**src/sv/letter_decimal_command_parser_defines.svh**
```systemverilog
// ----------------------------------------------------------------------------
// Assertion macros for the letter/decimal command parser
// Helpers for concurrent checks in the RTL (used by lcp_core).
// ----------------------------------------------------------------------------
`ifndef LETTER_DECIMAL_COMMAND_PARSER_DEFINES_SVH
`define LETTER_DECIMAL_COMMAND_PARSER_DEFINES_SVH

// Same-cycle implication, disabled during reset
`define LCP_ASSERT_IMP(label, clk, rst, ante, cons, msg) \
  label: assert property (@(posedge clk) disable iff (rst) (ante) |-> (cons)) \
    else $error(msg);

// Next-cycle implication, disabled during reset
`define LCP_ASSERT_NEXT(label, clk, rst, ante, cons, msg) \
  label: assert property (@(posedge clk) disable iff (rst) (ante) |=> (cons)) \
    else $error(msg);

`endif

```
**src/sv/lcp_pkg.sv**
```systemverilog
// ----------------------------------------------------------------------------
// lcp_pkg
// Types, codes and the command letter lookup for the command parser.
// ----------------------------------------------------------------------------
package lcp_pkg;

  localparam int DIGIT_COUNT_DEFAULT = 3;
  localparam logic [15:0] INTERVAL_RESET = 16'd5100;
  localparam logic [15:0] AGE_MAX = 16'hFFFF;
  localparam logic [3:0] DUTY_INDEX = 4'd0;

  localparam logic MODE_BYTE = 1'b0;
  localparam logic MODE_TICK = 1'b1;

  // Command letters in table order
  localparam logic [7:0] CH_D_LOW  = 8'h64; // d
  localparam logic [7:0] CH_M_LOW  = 8'h6D; // m
  localparam logic [7:0] CH_E_UP   = 8'h45; // E
  localparam logic [7:0] CH_DOLLAR = 8'h24; // $
  localparam logic [7:0] CH_EQUAL  = 8'h3D; // =
  localparam logic [7:0] CH_C_UP   = 8'h43; // C
  localparam logic [7:0] CH_R_UP   = 8'h52; // R
  localparam logic [7:0] CH_E_LOW  = 8'h65; // e
  localparam logic [7:0] CH_F_LOW  = 8'h66; // f
  localparam logic [7:0] CH_ZERO   = 8'h30; // 0
  localparam logic [7:0] CH_NINE   = 8'h39; // 9

  typedef enum logic [1:0] {
    KIND_COMMAND   = 2'd0,
    KIND_MALFORMED = 2'd1,
    KIND_TIMEOUT   = 2'd2
  } lcp_kind_t;

  typedef struct packed {
    logic       mode;
    logic [7:0] rx_byte;
    logic       output_shorted;
  } lcp_item_t;

  typedef struct packed {
    lcp_kind_t  kind;
    logic [3:0] index;
    logic [7:0] value;
  } lcp_result_t;

  typedef struct packed {
    logic       hit;
    logic [3:0] index;
  } lcp_letter_t;

  // Map a byte to its command table position
  function automatic lcp_letter_t letter_lookup(input logic [7:0] b);
    lcp_letter_t r;
    r.hit = 1'b1;
    case (b)
      CH_D_LOW:  r.index = 4'd0;
      CH_M_LOW:  r.index = 4'd1;
      CH_E_UP:   r.index = 4'd2;
      CH_DOLLAR: r.index = 4'd3;
      CH_EQUAL:  r.index = 4'd4;
      CH_C_UP:   r.index = 4'd5;
      CH_R_UP:   r.index = 4'd6;
      CH_E_LOW:  r.index = 4'd7;
      CH_F_LOW:  r.index = 4'd8;
      default: begin
        r.hit   = 1'b0;
        r.index = 4'd0;
      end
    endcase
    return r;
  endfunction

endpackage

```
**src/sv/letter_decimal_command_parser.sv**
```systemverilog
// ----------------------------------------------------------------------------
// letter_decimal_command_parser
// Command letter plus decimal digits parser with a duty refresh watchdog.
//
//   Channel   Dir  Beat content
//   s_axis    in   tuser: mode; tdata: rx_byte, output_shorted
//   m_axis    out  tuser: result_kind; tdata: command_index, command_value
//   cfg       in   data: duty_refresh_interval_ms
//
// One item per cycle sustained while m_axis does not stall; a result passes
// from the input register through the core into the result register.
// Items that give no result leave nothing on m_axis.
// Synchronous active-high reset clears both stages and the parser state.
// A stalled m_axis holds the core; the input register still takes one beat.
// ----------------------------------------------------------------------------
module letter_decimal_command_parser
  import lcp_pkg::*;
#(
  parameter int DIGIT_COUNT = DIGIT_COUNT_DEFAULT
) (
  input  logic        clk,
  input  logic        rst,
  input  logic        s_axis_tvalid,
  output logic        s_axis_tready,
  input  logic [15:0] s_axis_tdata,  // [7:0] rx_byte, [8] output_shorted, rest zero
  input  logic [0:0]  s_axis_tuser,  // [0] mode
  output logic        m_axis_tvalid,
  input  logic        m_axis_tready,
  output logic [15:0] m_axis_tdata,  // [3:0] command_index, [11:4] command_value, rest zero
  output logic [1:0]  m_axis_tuser,  // [1:0] result_kind
  input  logic        cfg_valid,
  output logic        cfg_ready,
  input  logic [15:0] cfg_data       // duty_refresh_interval_ms
);

  lcp_item_t   in_item;
  lcp_item_t   item;
  logic        item_valid;
  logic        advance;
  logic        out_free;
  logic        res_valid;
  lcp_result_t res;
  lcp_result_t out_res;

  // Unpack the input beat
  always_comb begin
    in_item.mode           = s_axis_tuser[0];
    in_item.rx_byte        = s_axis_tdata[7:0];
    in_item.output_shorted = s_axis_tdata[8];
  end

  assign cfg_ready = 1'b1;
  assign advance   = item_valid && out_free;

  lcp_in_stage u_in (
    .clk        (clk),
    .rst        (rst),
    .in_valid   (s_axis_tvalid),
    .in_ready   (s_axis_tready),
    .in_item    (in_item),
    .item_valid (item_valid),
    .item       (item),
    .take       (advance)
  );

  lcp_core #(
    .DIGIT_COUNT (DIGIT_COUNT)
  ) u_core (
    .clk       (clk),
    .rst       (rst),
    .cfg_we    (cfg_valid && cfg_ready),
    .cfg_value (cfg_data),
    .step      (advance),
    .item      (item),
    .res_valid (res_valid),
    .res       (res)
  );

  lcp_out_stage u_out (
    .clk       (clk),
    .rst       (rst),
    .load      (advance && res_valid),
    .load_res  (res),
    .free      (out_free),
    .out_valid (m_axis_tvalid),
    .out_ready (m_axis_tready),
    .out_res   (out_res)
  );

  // Pack the result beat
  assign m_axis_tuser = out_res.kind;
  assign m_axis_tdata = {4'd0, out_res.value, out_res.index};

endmodule

```
**src/sv/lcp_in_stage.sv**
```systemverilog
// ----------------------------------------------------------------------------
// lcp_in_stage
// Input register: captures one beat and holds it until the core takes it.
// ----------------------------------------------------------------------------
module lcp_in_stage
  import lcp_pkg::*;
(
  input  logic      clk,
  input  logic      rst,
  input  logic      in_valid,
  output logic      in_ready,
  input  lcp_item_t in_item,
  output logic      item_valid,
  output lcp_item_t item,
  input  logic      take
);

  // Accept when empty or when the held beat leaves this cycle
  assign in_ready = !item_valid || take;

  // Track occupancy
  always_ff @(posedge clk) begin
    if (rst) begin
      item_valid <= 1'b0;
    end else if (in_ready) begin
      item_valid <= in_valid;
    end
  end

  // Load payload
  always_ff @(posedge clk) begin
    if (in_valid && in_ready) begin
      item <= in_item;
    end
  end

endmodule

```
**src/sv/lcp_core.sv**
```systemverilog
// ----------------------------------------------------------------------------
// lcp_core
// Parser state, duty timer and interval register; one item per step.
// ----------------------------------------------------------------------------
`include "letter_decimal_command_parser_defines.svh"

module lcp_core
  import lcp_pkg::*;
#(
  parameter int DIGIT_COUNT = DIGIT_COUNT_DEFAULT
) (
  input  logic        clk,
  input  logic        rst,
  input  logic        cfg_we,
  input  logic [15:0] cfg_value,
  input  logic        step,
  input  lcp_item_t   item,
  output logic        res_valid,
  output lcp_result_t res
);

  localparam int DW = $clog2(DIGIT_COUNT + 1);

  logic [15:0]   interval;
  logic          in_message, in_message_next;
  logic [3:0]    current_command, current_command_next;
  logic [DW-1:0] digits_seen, digits_seen_next;
  logic [7:0]    value_accumulator, value_accumulator_next;
  logic [15:0]   duty_age_ms, duty_age_ms_next;

  lcp_letter_t   letter;
  logic          is_digit;
  logic [7:0]    digit;
  logic [7:0]    acc_step;
  logic [15:0]   age_inc;
  logic          last_digit;

  // Decode the byte and precompute the next accumulator and age
  always_comb begin
    letter     = letter_lookup(item.rx_byte);
    is_digit   = (item.rx_byte >= CH_ZERO) && (item.rx_byte <= CH_NINE);
    digit      = item.rx_byte - CH_ZERO;
    acc_step   = {value_accumulator[4:0], 3'b000} + {value_accumulator[6:0], 1'b0} + digit;
    age_inc    = (duty_age_ms != AGE_MAX) ? duty_age_ms + 16'd1 : duty_age_ms;
    last_digit = (digits_seen == DW'(DIGIT_COUNT - 1));
  end

  // Next state and result
  always_comb begin
    in_message_next        = in_message;
    current_command_next   = current_command;
    digits_seen_next       = digits_seen;
    value_accumulator_next = value_accumulator;
    duty_age_ms_next       = duty_age_ms;
    res_valid              = 1'b0;
    res.kind               = KIND_COMMAND;
    res.index              = current_command;
    res.value              = 8'd0;

    if (item.mode == MODE_TICK) begin
      duty_age_ms_next = age_inc;
      if (!item.output_shorted && (interval != 16'd0) && (age_inc >= interval)) begin
        res_valid = 1'b1;
        res.kind  = KIND_TIMEOUT;
        res.index = DUTY_INDEX;
      end
    end else if (!in_message) begin
      if (letter.hit) begin
        in_message_next        = 1'b1;
        current_command_next   = letter.index;
        digits_seen_next       = '0;
        value_accumulator_next = 8'd0;
      end
    end else if (!is_digit) begin
      res_valid              = 1'b1;
      res.kind               = KIND_MALFORMED;
      in_message_next        = 1'b0;
      digits_seen_next       = '0;
      value_accumulator_next = 8'd0;
    end else if (last_digit) begin
      res_valid              = 1'b1;
      res.kind               = KIND_COMMAND;
      res.value              = acc_step;
      in_message_next        = 1'b0;
      digits_seen_next       = '0;
      value_accumulator_next = 8'd0;
      if (current_command == DUTY_INDEX) begin
        duty_age_ms_next = 16'd0;
      end
    end else begin
      digits_seen_next       = digits_seen + DW'(1);
      value_accumulator_next = acc_step;
    end
  end

  // Interval register
  always_ff @(posedge clk) begin
    if (rst) begin
      interval <= INTERVAL_RESET;
    end else if (cfg_we) begin
      interval <= cfg_value;
    end
  end

  // Advance parser state on each step
  always_ff @(posedge clk) begin
    if (rst) begin
      in_message        <= 1'b0;
      current_command   <= 4'd0;
      digits_seen       <= '0;
      value_accumulator <= 8'd0;
      duty_age_ms       <= 16'd0;
    end else if (step) begin
      in_message        <= in_message_next;
      current_command   <= current_command_next;
      digits_seen       <= digits_seen_next;
      value_accumulator <= value_accumulator_next;
      duty_age_ms       <= duty_age_ms_next;
    end
  end

  `LCP_ASSERT_NEXT(a_complete_goes_idle, clk, rst,
    step && res_valid && (res.kind == KIND_COMMAND), !in_message,
    "parser still in a message after a completed command")

  `LCP_ASSERT_NEXT(a_duty_clears_age, clk, rst,
    step && res_valid && (res.kind == KIND_COMMAND) && (res.index == DUTY_INDEX),
    duty_age_ms == 16'd0, "duty command did not clear the timer")

  `LCP_ASSERT_IMP(a_timeout_only_on_tick, clk, rst,
    res_valid && (res.kind == KIND_TIMEOUT), item.mode == MODE_TICK,
    "timeout raised on a byte item")

  `LCP_ASSERT_IMP(a_digits_in_range, clk, rst,
    1'b1, digits_seen < DW'(DIGIT_COUNT), "digit count out of range")

endmodule

```
**src/sv/lcp_out_stage.sv**
```systemverilog
// ----------------------------------------------------------------------------
// lcp_out_stage
// Result register: holds one result beat until the sink takes it.
// ----------------------------------------------------------------------------
module lcp_out_stage
  import lcp_pkg::*;
(
  input  logic        clk,
  input  logic        rst,
  input  logic        load,
  input  lcp_result_t load_res,
  output logic        free,
  output logic        out_valid,
  input  logic        out_ready,
  output lcp_result_t out_res
);

  // Room for a new result when empty or draining this cycle
  assign free = !out_valid || out_ready;

  // Track occupancy
  always_ff @(posedge clk) begin
    if (rst) begin
      out_valid <= 1'b0;
    end else if (free) begin
      out_valid <= load;
    end
  end

  // Load payload
  always_ff @(posedge clk) begin
    if (load && free) begin
      out_res <= load_res;
    end
  end

endmodule

```
**config.mk**
```make
export PLATFORM = sky130hd
export DESIGN_NAME = letter_decimal_command_parser
export DESIGN_NICKNAME = d
export VERILOG_FILES = /design/src/sv/lcp_pkg.sv /design/src/sv/letter_decimal_command_parser.sv /design/src/sv/lcp_in_stage.sv /design/src/sv/lcp_core.sv /design/src/sv/lcp_out_stage.sv
export VERILOG_INCLUDE_DIRS = /design/src /design/src/sv
export SDC_FILE = /design/constraint.sdc
export NUM_CORES = 1
export LEC_CHECK = 0
export ABC_AREA = 0
export BUFFER_PORTS_ARGS = -buffer_cell sky130_fd_sc_hd__buf_4
export CORE_MARGIN = 4
export CORE_UTILIZATION = 30
export DETAILED_ROUTE_END_ITERATION = 7
export HOLD_SLACK_MARGIN = 0.05
export PLACE_DENSITY = 0.56
export SLEW_MARGIN = 20
export SYNTH_ARGS = -nofsm -noshare
export SYNTH_HDL_FRONTEND = slang
export SYNTH_SLANG_ARGS = --single-unit
```
**constraint.sdc**
```tcl
create_clock -name clk -period 3.63 [get_ports clk]
set_input_delay 0.726 -clock clk [delete_from_list [all_inputs] [get_ports clk]]
set_output_delay 0.726 -clock clk [all_outputs]
set_load 0.01 [all_outputs]
```
==> impl_metrics.env <==
export IMPL_outcome="finished clean"
export IMPL_worstHoldStart="u_core.current_command[3]"
export IMPL_die_w_um=128
export IMPL_r2r_start="u_core.duty_age_ms[5]"
export IMPL_multi_input_area_um2=2390
export IMPL_overflow=0
export IMPL_ys_warn_count=0
export IMPL_final_setup_viol_count=0
export IMPL_wl_per_cell_um=14.6
export IMPL_worst_hold_path_num_cells=2
export IMPL_numCtsBuffers=9
export IMPL_grt_start_max_net_pins=25
export IMPL_final_cells=700
export IMPL_hold_slack_ns=0.504
export IMPL_async_flop_share=0
export IMPL_max_slew_margin_rel=0.445
export IMPL_clk_path_buf_depth=2
export IMPL_period_needed_ns=3.44
export IMPL_layout_nets=586
export IMPL_synthFlopType="dfxtp_1"
export IMPL_fill_cells=1394
export IMPL_clk_latency_ns=0.34
export IMPL_crit_path_end_kind="flop"
export IMPL_skew_ns=0.00455
export IMPL_synth_commonest_cells="dfxtp_1 (48), nand2_1 (37), inv_1 (34)"
export IMPL_area_delta_synth_final_pct=22.4
export IMPL_hold_end="u_core.current_command[3]"
export IMPL_ios=59
export IMPL_drtAntennaViolNets=0
export IMPL_netlist_area_um2=4300
export IMPL_postCtsSetupBuffers=0
export IMPL_power_leakage_nw=2.37
export IMPL_final_util=0.377
export IMPL_postLayoutCellArea_um2=5270
export IMPL_critPathMaxFanout=14
export IMPL_drt_initial_drc_count=193
export IMPL_reg2reg_depth=10
export IMPL_max_freq_ghz=0.291
export IMPL_crit_path_start_kind="flop"
export IMPL_finalCritPeriodShare=0.947
export IMPL_synth_seq_area_share=0.391
export IMPL_critical_path_required_ns=3.69
export IMPL_synth_top_area_frac=0.223
export IMPL_clk_pin_slew_worst_paths_ns=0.06
export IMPL_post_dp_hpwl_um=7940
export IMPL_rows=43
export IMPL_worst_pin_slew_ns=0.825
export IMPL_grt_pass1_vias=3425
export IMPL_place_inst=684
export IMPL_vias_per_cell=5.10
export IMPL_clkSinkCount=72
export IMPL_antenna_cells=0
export IMPL_reg2reg_slack_ns=0.19
export IMPL_cts_tree="done"
export IMPL_die_h_um=128
export IMPL_antenna_found_initial=0
export IMPL_grtUsageTotal=0.131
export IMPL_wl_um=10200
export IMPL_synth_edf_count=24
export IMPL_grt_pass1_wl_um=16900
export IMPL_min_path_type="flop to flop"
export IMPL_tns_ns=0
export IMPL_synth_most_common_cell="dfxtp_1"
export IMPL_cts_root_buf="clkbuf_16"
export IMPL_drive_gt1_frac=0.190
export IMPL_postCtsHoldBufs=0
export IMPL_cap_violations=0
export IMPL_place_area_um2=4950
export IMPL_synth_seq_cells=72
export IMPL_cts_resized=0
export IMPL_synth_cell_types=68
export IMPL_synth_area_leader_cell="dfxtp_1"
export IMPL_yosys_top_cells_area="dfxtp_1 (22%), edfxtp_1 (17%), ha_1 (8.1%), nand2_1 (3.2%), inv_1 (3.0%)"
export IMPL_hold_violations=0
export IMPL_cellPowerDensity_nw_per_um2=371
export IMPL_r2r_end="u_out.out_res[1]"
export IMPL_peakVddDrop_uv=206
export IMPL_syn_inst=453
export IMPL_rsz0062_at_grt="no"
export IMPL_worstSetupPathType="flop to flop"
export IMPL_start_util=0.308
export IMPL_vias=3569
export IMPL_regArea_um2=1680
export IMPL_cp_arrival_ns=3.50
export IMPL_gp_congestion=0.860
export IMPL_synth_area_per_cell_um2=9.50
export IMPL_core_area_um2=14000
export IMPL_port_buffers=46
export IMPL_htree_levels=3
export IMPL_first_pass_iters=5
export IMPL_finalMaxSlewViolations=0
export IMPL_drc=0
export IMPL_die_area_um2=16300
[placed cells by master (no fill, tap or decap), drive strengths merged, types with 9 or more instances in the layout]
| cell | count |
|---|---|
| a22o | 9 |
| nand4 | 12 |
| mux2i | 9 |
| a21oi | 18 |
| nor2 | 23 |
| nor4 | 11 |
| clkbuf | 14 |
| o211ai | 11 |
| nand2 | 37 |
| dfxtp | 48 |
| a21o | 13 |
| o21ai | 11 |
| buf | 70 |
| edfxtp | 24 |
| nor3 | 14 |
| nand3 | 10 |
| xnor2 | 11 |
| inv | 34 |
| ha | 28 |
[registers in the layout, summed over array words and instances (netlist names), 2 cells and up]
signal,count
u_core.digits_seen,2
u_in.item,10
u_core.value_accumulator,7
u_core.current_command,4
u_core.duty_age_ms,16
u_core.interval,16
u_out.out_res,14
[stage by stage]
stage,worst slack [ns],total power (W)
6_report,0.192,0.00195
5_1_grt,0.00722,0.00203
4_1_cts,0.0814,0.00198
3_5_place_dp,0.115,0.00103
3_3_place_gp,0.151,0.00103
2_1_floorplan,0.262,0.000978
[where the power goes]
group | leakage [nW] | switching [W] | internal [W]
registers | 0.645 | 0.0000232 | 0.000850
logic | 1.56 | 0.0000758 | 0.0000639
clock network | 0.159 | 0.000333 | 0.000606
[cell type report]
class                           count  area share
Clock buffer                       14      0.0539
Clock inverter                      2     0.00665
Inverter                           34      0.0242
Multi-Input combinational cell    328       0.453
Sequential cell                    72       0.319
Tap cell                          180      0.0428
Timing Repair Buffer               70      0.0998
[per-layer routing]
metal,GRT usage,part of all wire
met3,0.0317,0.052
met5,0,0
met2,0.187,0.41
met4,0.0506,0.017
met1,0.190,0.52
[worst max-delay path: stages, from the launching register on]
cell       delay [ns]
dfxtp_1          0.43
nand4_2          0.16
or4_4            0.57
o2111ai_2        0.24
xnor2_1          0.17
ha_1             0.28
o211a_1          0.13
a2111oi_0        0.40
nor4_1           0.09
a211o_1          0.30
a41o_2           0.38
[worst max-delay path by stage]
| stage | startpoint | end | cells past startpoint |
|---|---|---|---|
| 2_1_floorplan | u_core.duty_age_ms[1] | u_out.out_res[0] | 11 |
| 3_3_place_gp | u_core.duty_age_ms[5] | u_out.out_res[7] | 11 |
| 3_5_place_dp | u_core.duty_age_ms[5] | u_out.out_res[7] | 10 |
| 4_1_cts | u_core.duty_age_ms[5] | u_out.out_res[6] | 10 |
| 5_1_grt | u_core.duty_age_ms[5] | u_out.out_res[6] | 10 |
| 6_report | u_core.duty_age_ms[5] | u_out.out_res[1] | 10 |
[cells by family (layout without fill, tap and decap cells)]
logic type / count (synthesis) / after routing / share of synthesized area
compound gates: 106 / 106 / 0.184
buf+inv: 56 / 120 / 0.0570
other cells: 2 / 5 / 0.00175
mux: 10 / 10 / 0.0236
simple gates: 156 / 156 / 0.201
xor+xnor: 18 / 18 / 0.0366
fa+ha+maj: 33 / 33 / 0.105
flops: 72 / 72 / 0.391
Power figures use the tool's default switching activity.
